### config.mk
export PLATFORM = sky130hd
export DESIGN_NAME = dynamic_array_engine
export DESIGN_NICKNAME = d
export VERILOG_FILES = /design/src/rtl/core/dae_pkg.sv /design/src/rtl/core/dae_ctrl.sv /design/src/rtl/core/dae_dpath.sv /design/src/rtl/core/dynamic_array_engine.sv
export SDC_FILE = /design/constraint.sdc
export NUM_CORES = 2
export LEC_CHECK = 0
export BUFFER_PORTS_ARGS = -buffer_cell sky130_fd_sc_hd__buf_2
export CAP_MARGIN = 40
export CORE_UTILIZATION = 40
export DETAILED_ROUTE_END_ITERATION = 16
export GPL_TIMING_DRIVEN = 0
export PLACE_DENSITY = 0.58
export SLEW_MARGIN = 40
export SYNTH_ARGS = -nofsm -noshare
export SYNTH_HDL_FRONTEND = slang
export SYNTH_HIERARCHICAL = 1
export SYNTH_SLANG_ARGS = --single-unit
### constraint.sdc
create_clock -name clk_i -period 6.39 [get_ports clk_i]
set_input_delay 0.639 -clock clk_i [delete_from_list [all_inputs] [get_ports clk_i]]
set_output_delay 0.639 -clock clk_i [all_outputs]
set_load 0.01 [all_outputs]
### src/rtl/core/dae_pkg.sv
// Shared types and constants for the dynamic array engine.
// Used by dae_ctrl, dae_dpath and dynamic_array_engine; no dependencies.
`default_nettype none

package dae_pkg;

  localparam int TYPE_W  = 3;
  localparam int IDX_W   = 7;
  localparam int DATA_W  = 32;
  localparam int CNT_O_W = 7;
  localparam int ST_W    = 2;

  typedef enum logic [TYPE_W-1:0] {
    OP_PUSH   = 3'd0,
    OP_WRITE  = 3'd1,
    OP_GET    = 3'd2,
    OP_POP    = 3'd3,
    OP_REMOVE = 3'd4
  } op_e;

  typedef enum logic [ST_W-1:0] {
    ST_OK    = 2'd0,
    ST_FULL  = 2'd1,
    ST_RANGE = 2'd2,
    ST_EMPTY = 2'd3
  } st_e;

  typedef enum logic [3:0] {
    S_IDLE = 4'b0001,
    S_READ = 4'b0010,
    S_SHRD = 4'b0100,
    S_SHWR = 4'b1000
  } ctl_state_e;

  typedef struct packed {
    logic [TYPE_W-1:0]        req_type;
    logic [IDX_W-1:0]         index;
    logic signed [DATA_W-1:0] data;
  } req_t;

  typedef struct packed {
    logic signed [DATA_W-1:0] read_data;
    logic [CNT_O_W-1:0]       count_out;
    logic [CNT_O_W-1:0]       capacity_out;
    logic [ST_W-1:0]          status;
  } rsp_t;

  // controller to datapath
  typedef struct packed {
    logic exec;
    logic load_rd;
    logic sh_rd;
    logic sh_wr;
  } ctl_cmd_t;

  // datapath to controller
  typedef struct packed {
    logic out_free;
    logic need_read;
    logic need_shift;
    logic shift_more;
  } dp_status_t;

endpackage

`default_nettype wire

### src/rtl/core/dae_ctrl.sv
// Sequencer for the dynamic array engine: input handshake, get read and remove shift.
// Depends on dae_pkg.
`default_nettype none

module dae_ctrl
  import dae_pkg::*;
(
  input  wire logic       clk_i,
  input  wire logic       rst_ni,
  input  wire logic       in_valid_i,
  output logic            in_stall_o,
  input  wire dp_status_t status_i,
  output ctl_cmd_t        cmd_o
);

  ctl_state_e state_q, state_d;
  logic       accept;

  assign in_stall_o = !((state_q == S_IDLE) && status_i.out_free);
  assign accept     = in_valid_i && !in_stall_o;

  always_comb begin
    state_d = state_q;
    cmd_o   = '0;
    case (state_q)
      S_IDLE: begin
        if (accept) begin
          cmd_o.exec = 1'b1;
          if (status_i.need_read) begin
            state_d = S_READ;
          end else if (status_i.need_shift) begin
            state_d = S_SHRD;
          end
        end
      end
      S_READ: begin
        cmd_o.load_rd = 1'b1;
        state_d       = S_IDLE;
      end
      S_SHRD: begin
        cmd_o.sh_rd = 1'b1;
        state_d     = S_SHWR;
      end
      S_SHWR: begin
        cmd_o.sh_wr = 1'b1;
        state_d     = status_i.shift_more ? S_SHRD : S_IDLE;
      end
      default: begin
        state_d = S_IDLE;
      end
    endcase
  end

  always_ff @(posedge clk_i or negedge rst_ni) begin
    if (!rst_ni) begin
      state_q <= S_IDLE;
    end else begin
      state_q <= state_d;
    end
  end

`ifndef ASSERT_OFF
  a_shift_pair : assert property (@(posedge clk_i) disable iff (!rst_ni)
    cmd_o.sh_rd |=> cmd_o.sh_wr)
    else $error("shift read not followed by shift write");

  a_load_after_exec : assert property (@(posedge clk_i) disable iff (!rst_ni)
    cmd_o.load_rd |-> $past(cmd_o.exec))
    else $error("read load without a preceding get");

  a_busy_stalls : assert property (@(posedge clk_i) disable iff (!rst_ni)
    (state_q != S_IDLE) |-> (in_stall_o && !cmd_o.exec))
    else $error("request taken while busy");
`endif

endmodule

`default_nettype wire

### src/rtl/core/dae_dpath.sv
// Datapath for the dynamic array engine: element store, count, capacity,
// shift pointer and result register. Depends on dae_pkg.
`default_nettype none

module dae_dpath
  import dae_pkg::*;
#(
  parameter int DEPTH = 64,
  parameter int WIDTH = 32
) (
  input  wire logic     clk_i,
  input  wire logic     rst_ni,
  input  wire ctl_cmd_t cmd_i,
  input  wire req_t     req_i,
  input  wire logic     out_stall_i,
  output dp_status_t    status_o,
  output logic          out_valid_o,
  output rsp_t          out_rsp_o
);

  localparam int AW    = (DEPTH > 1) ? $clog2(DEPTH) : 1;
  localparam int CNT_W = $clog2(DEPTH + 1);
  localparam int CW    = (CNT_W > IDX_W) ? CNT_W : IDX_W;
  localparam logic [CW:0] DEPTH_C = (CW + 1)'(DEPTH);

  logic [WIDTH-1:0] mem [DEPTH];
  logic [WIDTH-1:0] rd_q;
  logic [CNT_W-1:0] cnt_q, cap_q;
  logic [AW-1:0]    ptr_q;
  logic             out_valid_q;
  rsp_t             rsp_q;

  logic [CW:0] idx_x, cnt_x, cap_x, cnt_n, cap_n, grown, grown_c;
  logic        full, at_max, app, do_wr, is_get, is_shift;
  st_e         st;
  logic [AW-1:0] wr_addr, mem_waddr, mem_raddr;
  logic [WIDTH-1:0] mem_wdata, req_wdata;
  logic [WIDTH+DATA_W-1:0] wd_ext, rd_ext;
  logic [CNT_W:0] ptr_next;
  logic mem_we, mem_re;

  assign idx_x   = (CW + 1)'(req_i.index);
  assign cnt_x   = (CW + 1)'(cnt_q);
  assign cap_x   = (CW + 1)'(cap_q);
  assign full    = cnt_x >= cap_x;
  assign at_max  = cap_x >= DEPTH_C;
  assign grown   = cap_x << 1;
  assign grown_c = (grown > DEPTH_C) ? DEPTH_C : grown;

  always_comb begin
    cnt_n    = cnt_x;
    cap_n    = cap_x;
    st       = ST_OK;
    app      = 1'b0;
    do_wr    = 1'b0;
    wr_addr  = idx_x[AW-1:0];
    is_get   = 1'b0;
    is_shift = 1'b0;
    case (req_i.req_type)
      OP_PUSH: begin
        app = 1'b1;
      end
      OP_WRITE: begin
        if (idx_x < cap_x) begin
          do_wr = 1'b1;
        end else if (idx_x == cap_x) begin
          app = 1'b1;
        end else begin
          st = ST_RANGE;
        end
      end
      OP_GET: begin
        if (idx_x < cnt_x) begin
          is_get = 1'b1;
        end else begin
          st = ST_RANGE;
        end
      end
      OP_POP: begin
        if (cnt_x == '0) begin
          st = ST_EMPTY;
        end else begin
          cnt_n = cnt_x - 1'b1;
        end
      end
      OP_REMOVE: begin
        if (idx_x < cnt_x) begin
          cnt_n    = cnt_x - 1'b1;
          is_shift = (idx_x + 1'b1) < cnt_x;
        end else begin
          st = ST_RANGE;
        end
      end
      default: begin
      end
    endcase
    // append: grow when full, refuse once the store is at its limit
    if (app) begin
      if (full && at_max) begin
        st = ST_FULL;
      end else begin
        if (full) begin
          cap_n = grown_c;
        end
        do_wr   = 1'b1;
        wr_addr = cnt_q[AW-1:0];
        cnt_n   = cnt_x + 1'b1;
      end
    end
  end

  assign ptr_next = (CNT_W + 1)'(ptr_q) + 1'b1;
  assign wd_ext   = {{WIDTH{1'b0}}, req_i.data};
  assign req_wdata = wd_ext[WIDTH-1:0];
  assign rd_ext   = {{DATA_W{1'b0}}, rd_q};

  assign mem_we    = (cmd_i.exec && do_wr) || cmd_i.sh_wr;
  assign mem_waddr = cmd_i.sh_wr ? ptr_q : wr_addr;
  assign mem_wdata = cmd_i.sh_wr ? rd_q : req_wdata;
  assign mem_re    = (cmd_i.exec && is_get) || cmd_i.sh_rd;
  assign mem_raddr = cmd_i.sh_rd ? ptr_next[AW-1:0] : idx_x[AW-1:0];

  always_ff @(posedge clk_i) begin
    if (mem_we) begin
      mem[mem_waddr] <= mem_wdata;
    end
    if (mem_re) begin
      rd_q <= mem[mem_raddr];
    end
  end

  always_ff @(posedge clk_i or negedge rst_ni) begin
    if (!rst_ni) begin
      cnt_q <= '0;
      cap_q <= CNT_W'(1);
    end else if (cmd_i.exec) begin
      cnt_q <= cnt_n[CNT_W-1:0];
      cap_q <= cap_n[CNT_W-1:0];
    end
  end

  always_ff @(posedge clk_i) begin
    if (cmd_i.exec) begin
      ptr_q <= idx_x[AW-1:0];
    end else if (cmd_i.sh_wr) begin
      ptr_q <= ptr_next[AW-1:0];
    end
  end

  // result register: loaded at accept, or in the cycle after accept for a get
  always_ff @(posedge clk_i or negedge rst_ni) begin
    if (!rst_ni) begin
      out_valid_q <= 1'b0;
    end else if ((cmd_i.exec && !is_get) || cmd_i.load_rd) begin
      out_valid_q <= 1'b1;
    end else if (!out_stall_i) begin
      out_valid_q <= 1'b0;
    end
  end

  always_ff @(posedge clk_i) begin
    if (cmd_i.exec && !is_get) begin
      rsp_q.read_data    <= '0;
      rsp_q.count_out    <= cnt_n[CNT_O_W-1:0];
      rsp_q.capacity_out <= cap_n[CNT_O_W-1:0];
      rsp_q.status       <= st;
    end else if (cmd_i.load_rd) begin
      rsp_q.read_data    <= rd_ext[DATA_W-1:0];
      rsp_q.count_out    <= cnt_x[CNT_O_W-1:0];
      rsp_q.capacity_out <= cap_x[CNT_O_W-1:0];
      rsp_q.status       <= ST_OK;
    end
  end

  assign out_valid_o = out_valid_q;
  assign out_rsp_o   = rsp_q;

  assign status_o.out_free   = !out_valid_q || !out_stall_i;
  assign status_o.need_read  = is_get;
  assign status_o.need_shift = is_shift;
  assign status_o.shift_more = ptr_next < (CNT_W + 1)'(cnt_q);

`ifndef ASSERT_OFF
  a_cnt_le_cap : assert property (@(posedge clk_i) disable iff (!rst_ni)
    cnt_q <= cap_q)
    else $error("count above capacity");

  a_cap_range : assert property (@(posedge clk_i) disable iff (!rst_ni)
    (cap_q != '0) && ((CW + 1)'(cap_q) <= DEPTH_C))
    else $error("capacity out of range");

  a_load_free : assert property (@(posedge clk_i) disable iff (!rst_ni)
    cmd_i.load_rd |-> !out_valid_q)
    else $error("read result overwrites a waiting beat");
`endif

endmodule

`default_nettype wire

### src/rtl/core/dynamic_array_engine.sv
// Push, pop, write and spare codes: result in the cycle after accept, one request a cycle
// while the output is not stalled. Get: the element is read at accept and reaches the
// result register in the read state. Remove: result in the cycle after accept; then each
// later element moves down by one read and one write. No request is taken in either wait.
// Reset clears count to zero and capacity to one; the element store is not cleared.
// Top level; depends on dae_pkg, dae_ctrl and dae_dpath.
`default_nettype none

module dynamic_array_engine
  import dae_pkg::*;
#(
  parameter int DEPTH = 64,
  parameter int WIDTH = 32
) (
  input  wire logic clk_i,
  input  wire logic rst_ni,
  input  wire logic in_valid_i,
  output logic      in_stall_o,
  input  wire req_t in_req_i,
  output logic      out_valid_o,
  input  wire logic out_stall_i,
  output rsp_t      out_rsp_o
);

  ctl_cmd_t   cmd;
  dp_status_t status;

  dae_ctrl u_ctrl (
    .clk_i      (clk_i),
    .rst_ni     (rst_ni),
    .in_valid_i (in_valid_i),
    .in_stall_o (in_stall_o),
    .status_i   (status),
    .cmd_o      (cmd)
  );

  dae_dpath #(
    .DEPTH (DEPTH),
    .WIDTH (WIDTH)
  ) u_dpath (
    .clk_i       (clk_i),
    .rst_ni      (rst_ni),
    .cmd_i       (cmd),
    .req_i       (in_req_i),
    .out_stall_i (out_stall_i),
    .status_o    (status),
    .out_valid_o (out_valid_o),
    .out_rsp_o   (out_rsp_o)
  );

endmodule

`default_nettype wire

==> impl_results.md <==
* Status: completed
* CTS Hold Buffers Added at 1
* Initial antenna violation count at 7
* Placement-stage cell area at 93000 um^2
* Relative slew slack at 41.0%
* Filler cells at ~17000
* Max H-tree Level at 4
* Overall Global Routing Usage at between 20% and 30%
* Drt drc at 0
* Required @ worst endpoint at 6.95 ns
* Largest net degree at the start of global routing at 65
* RD Place Congestion at around 0.88
* RSZ-0062 raised after global routing: no
* Peak Freq at 0.185 GHz
* Post-Syn Area at 85100 um^2
* LEAKAGE at 0.0327 uW
* Initial DRC count at 4574
* Row cnt at 168
* Critical path type: register to register
* Peak supply drop at 0.233 mV
* Total Wirelength at ~220000 um
* Worst Tran Pin Value at 0.861 ns
* Core area at 210000 um^2
* Final worst path period share at a little over four fifths
* Syn_area_per_cell at 22.3 um^2
* Post-cts sizing count at 0
* Top_reg_cell synth: edfxtp_1
* First-pass GRT wire length at between 300000 and 400000 um
* Clock Skews at 0.0530 ns
* Worst skew pair latency at between 0.8 and 0.9 ns
* DIE HEIGHT at 463 um
* IO Count at 96
* Async SR Flop Fraction at 0.882%
* Crit-path max FO at 14
* Vias in the first global route at 41020
* Pwr dens at 299 nW/um^2
* Number of routed nets with antenna violations at 0
* Effective utilization at floorplan at 40.4%
* Final min period at 5.40 ns
* Hold Crit Class: primary input to register
* Drt pass-1 iters at 6
* Cell area after layout at 99800 um^2
* WP data arrival at between 5 and 6 ns
* Area leader, netlist: edfxtp_1
* Die area at 215000 um^2
* Clock buffer count from CTS at 211
* Routed via count at 40855
* Vias per cell at between 5 and 6
* Yosys warnings at 6
* IO buf count at 95
* DR WL/cell at 30.2 um
* Netlist cell types at 74
* TritonCTS clock tree: yes
* CP startpoint kind: register
* Clock slew at reported path FFs at roughly 0.060 ns
* Final setup violation count at 0
* Max-slew violations at 0
* Syn Nets at 3904
* Fin. Hold Viols at 0
* Yosys top cell area share at 74.2%
* Share of layout cells above drive strength 1 at between 30% and 40%
* Post-synth EDFFs at 2102
* Area delta synth->final at 17.3%
* Synth top area cells: edfxtp_1 74%, mux4_2 14%, mux2i_1 6.1%
* Register area share after synthesis at 75.5%
* CTS sink cnt at ~2200
* Post-synthesis register bit count at between 2000 and 2500
* CTS root buf: clkbuf_16
* Final-stage net count at between 4000 and 5000
* Die W at 463 um
* Gr ovfl total at 0
* Critical Path End Type: register
* Maxcap violations at 0
* Hpwl dp at 149000 um
* Cells after Synth at 3822
* Max clock buf depth at 3
* Setup Fix Bufs, Post-CTS at 0
* Util after Layout at between 40% and 50%
[path summary, 6_finish.rpt]
kind	to	depth (start not counted)	from	slack, ns
setup / recovery	u_dpath/mem[28][14]	13	u_dpath/cap_q[6]	0.99
hold / removal	u_dpath/out_valid_o	3	out_stall_i	0.08
setup reg to reg	u_dpath/mem[28][14]	13	u_dpath/cap_q[6]	0.99
hold reg to reg	u_dpath/out_rsp_o[27]	2	u_dpath/out_rsp_o[27]	0.49
max in group asynchronous	u_ctrl/state_q[0]	2	rst_ni	5.74
min in group asynchronous	u_dpath/cap_q[5]	2	rst_ni	0.29
[area by class of cell]
cell class	instances	area (um^2)	share of cell area (%)
antenna	6	15.0	0.0150
sequential	2153	64200	64.3
buffer	195	1070	1.07
timing repair buffer	245	3680	3.68
clock inverter	109	991	0.993
inverter	22	82.6	0.0827
multi-input combinational	1452	20600	20.6
clock buffer	282	5690	5.70
tap	2805	3510	3.52
[cell usage after synthesis (all sizes together), types with 3 or more instances]
cell,count
nand4,9
clkbuf,34
edfxtp,2102
dfrtp,17
nor3,7
ha,36
nor4b,5
buf,161
a41oi,4
xor2,4
a21oi,22
o211ai,7
nand3,19
a21o,5
nor2,110
mux2,38
nand2,26
o31a,3
mux2i,516
o31ai,11
dfxtp,32
o21a,10
or2,5
nor2b,5
and3,3
and2,5
o2111ai,7
a2111oi,3
nand2b,10
a211o,4
o21ai,26
o311ai,8
inv,20
mux4,512
xnor2,7
[report_power, final]
part	switching (uW)	leakage, uW	internal [uW]
registers	83.3	0.0194	15600
clock network	5370	0.00327	6690
logic	1380	0.0100	762
[layout by cell type, fill, tap and decap left out, types with 26 or more instances in the layout]
master and n:
nand2_1 26, mux2i_1 500, mux4_2 512, clkinv_1 48, nor2_1 46, buf_8 58, buf_2 189, edfxtp_1 2102
buf_16 74, clkbuf_16 212, dfxtp_1 32, nor2_4 64, clkbuf_1 75, ha_1 36, clkinv_2 35, buf_4 56
[flip-flops by register name (all words and copies together) (netlist names)]
register and flops:
u_dpath/mem 2048, u_dpath/out_rsp_o 48, u_dpath/rd_q 32, u_dpath/cap_q 7, u_dpath/cnt_q 7, u_dpath/ptr_q 6, u_ctrl/state_q 4, u_dpath/out_valid_o 1
[logic make-up (layout without fill, tap and decap cells)]
kind of cell	Yosys count	in the layout	share of synthesized area (%)
AO/OA/AOI/OAI	131	131	1.21
XOR/XNOR	11	11	0.113
adder cells (fa/ha/maj)	36	36	0.529
buffers and inverters	217	853	1.32
flip-flops	2153	2153	75.5
multiplexers	1066	1066	20.1
other	0	6	0
AND/OR/NAND/NOR	208	208	1.22
[worst max-delay path, cell delays in order, from the launching register on]
cell and delay, ns:
dfrtp_1 0.57, clkinv_1 0.32, clkbuf_1 0.32, ha_1 0.38
a21oi_1 0.20, o211a_1 0.26, a211o_2 0.24, a21oi_4 0.08
buf_4 0.22, o311ai_0 0.66, nand3_2 0.77, nor2_4 0.66
buf_16 0.21, buf_16 0.16
[layer usage]
| metal | up-vias | GRT usage [%] | part of all wire [%] |
|---|---|---|---|
| met3 | 248 | 3.57 | 7.1 |
| met1 | 22150 | 29.2 | 43 |
| met2 | 1434 | 31.6 | 47 |
| met5 | - | 0 | 0 |
| li1 | 17023 | - | - |
| met4 | 0 | 6.40 | 3.1 |
[stage by stage]
step           power (uW)  hold slack (ns)  instances  setup WS, ns  TNS [ns]
2_1_floorplan       17200            0.343       3822          1.73         0
3_3_place_gp        18000            0.471       6722         -1.09  -1374.47
3_5_place_dp        18100            0.477       6870          1.14         0
4_1_cts             30100          0.00647       7262          1.08         0
5_1_grt             30800           0.0665       7264         0.830         0
6_report            29900           0.0783       7269         0.991         0
Note: power is estimated with default switching activity, not from simulation.
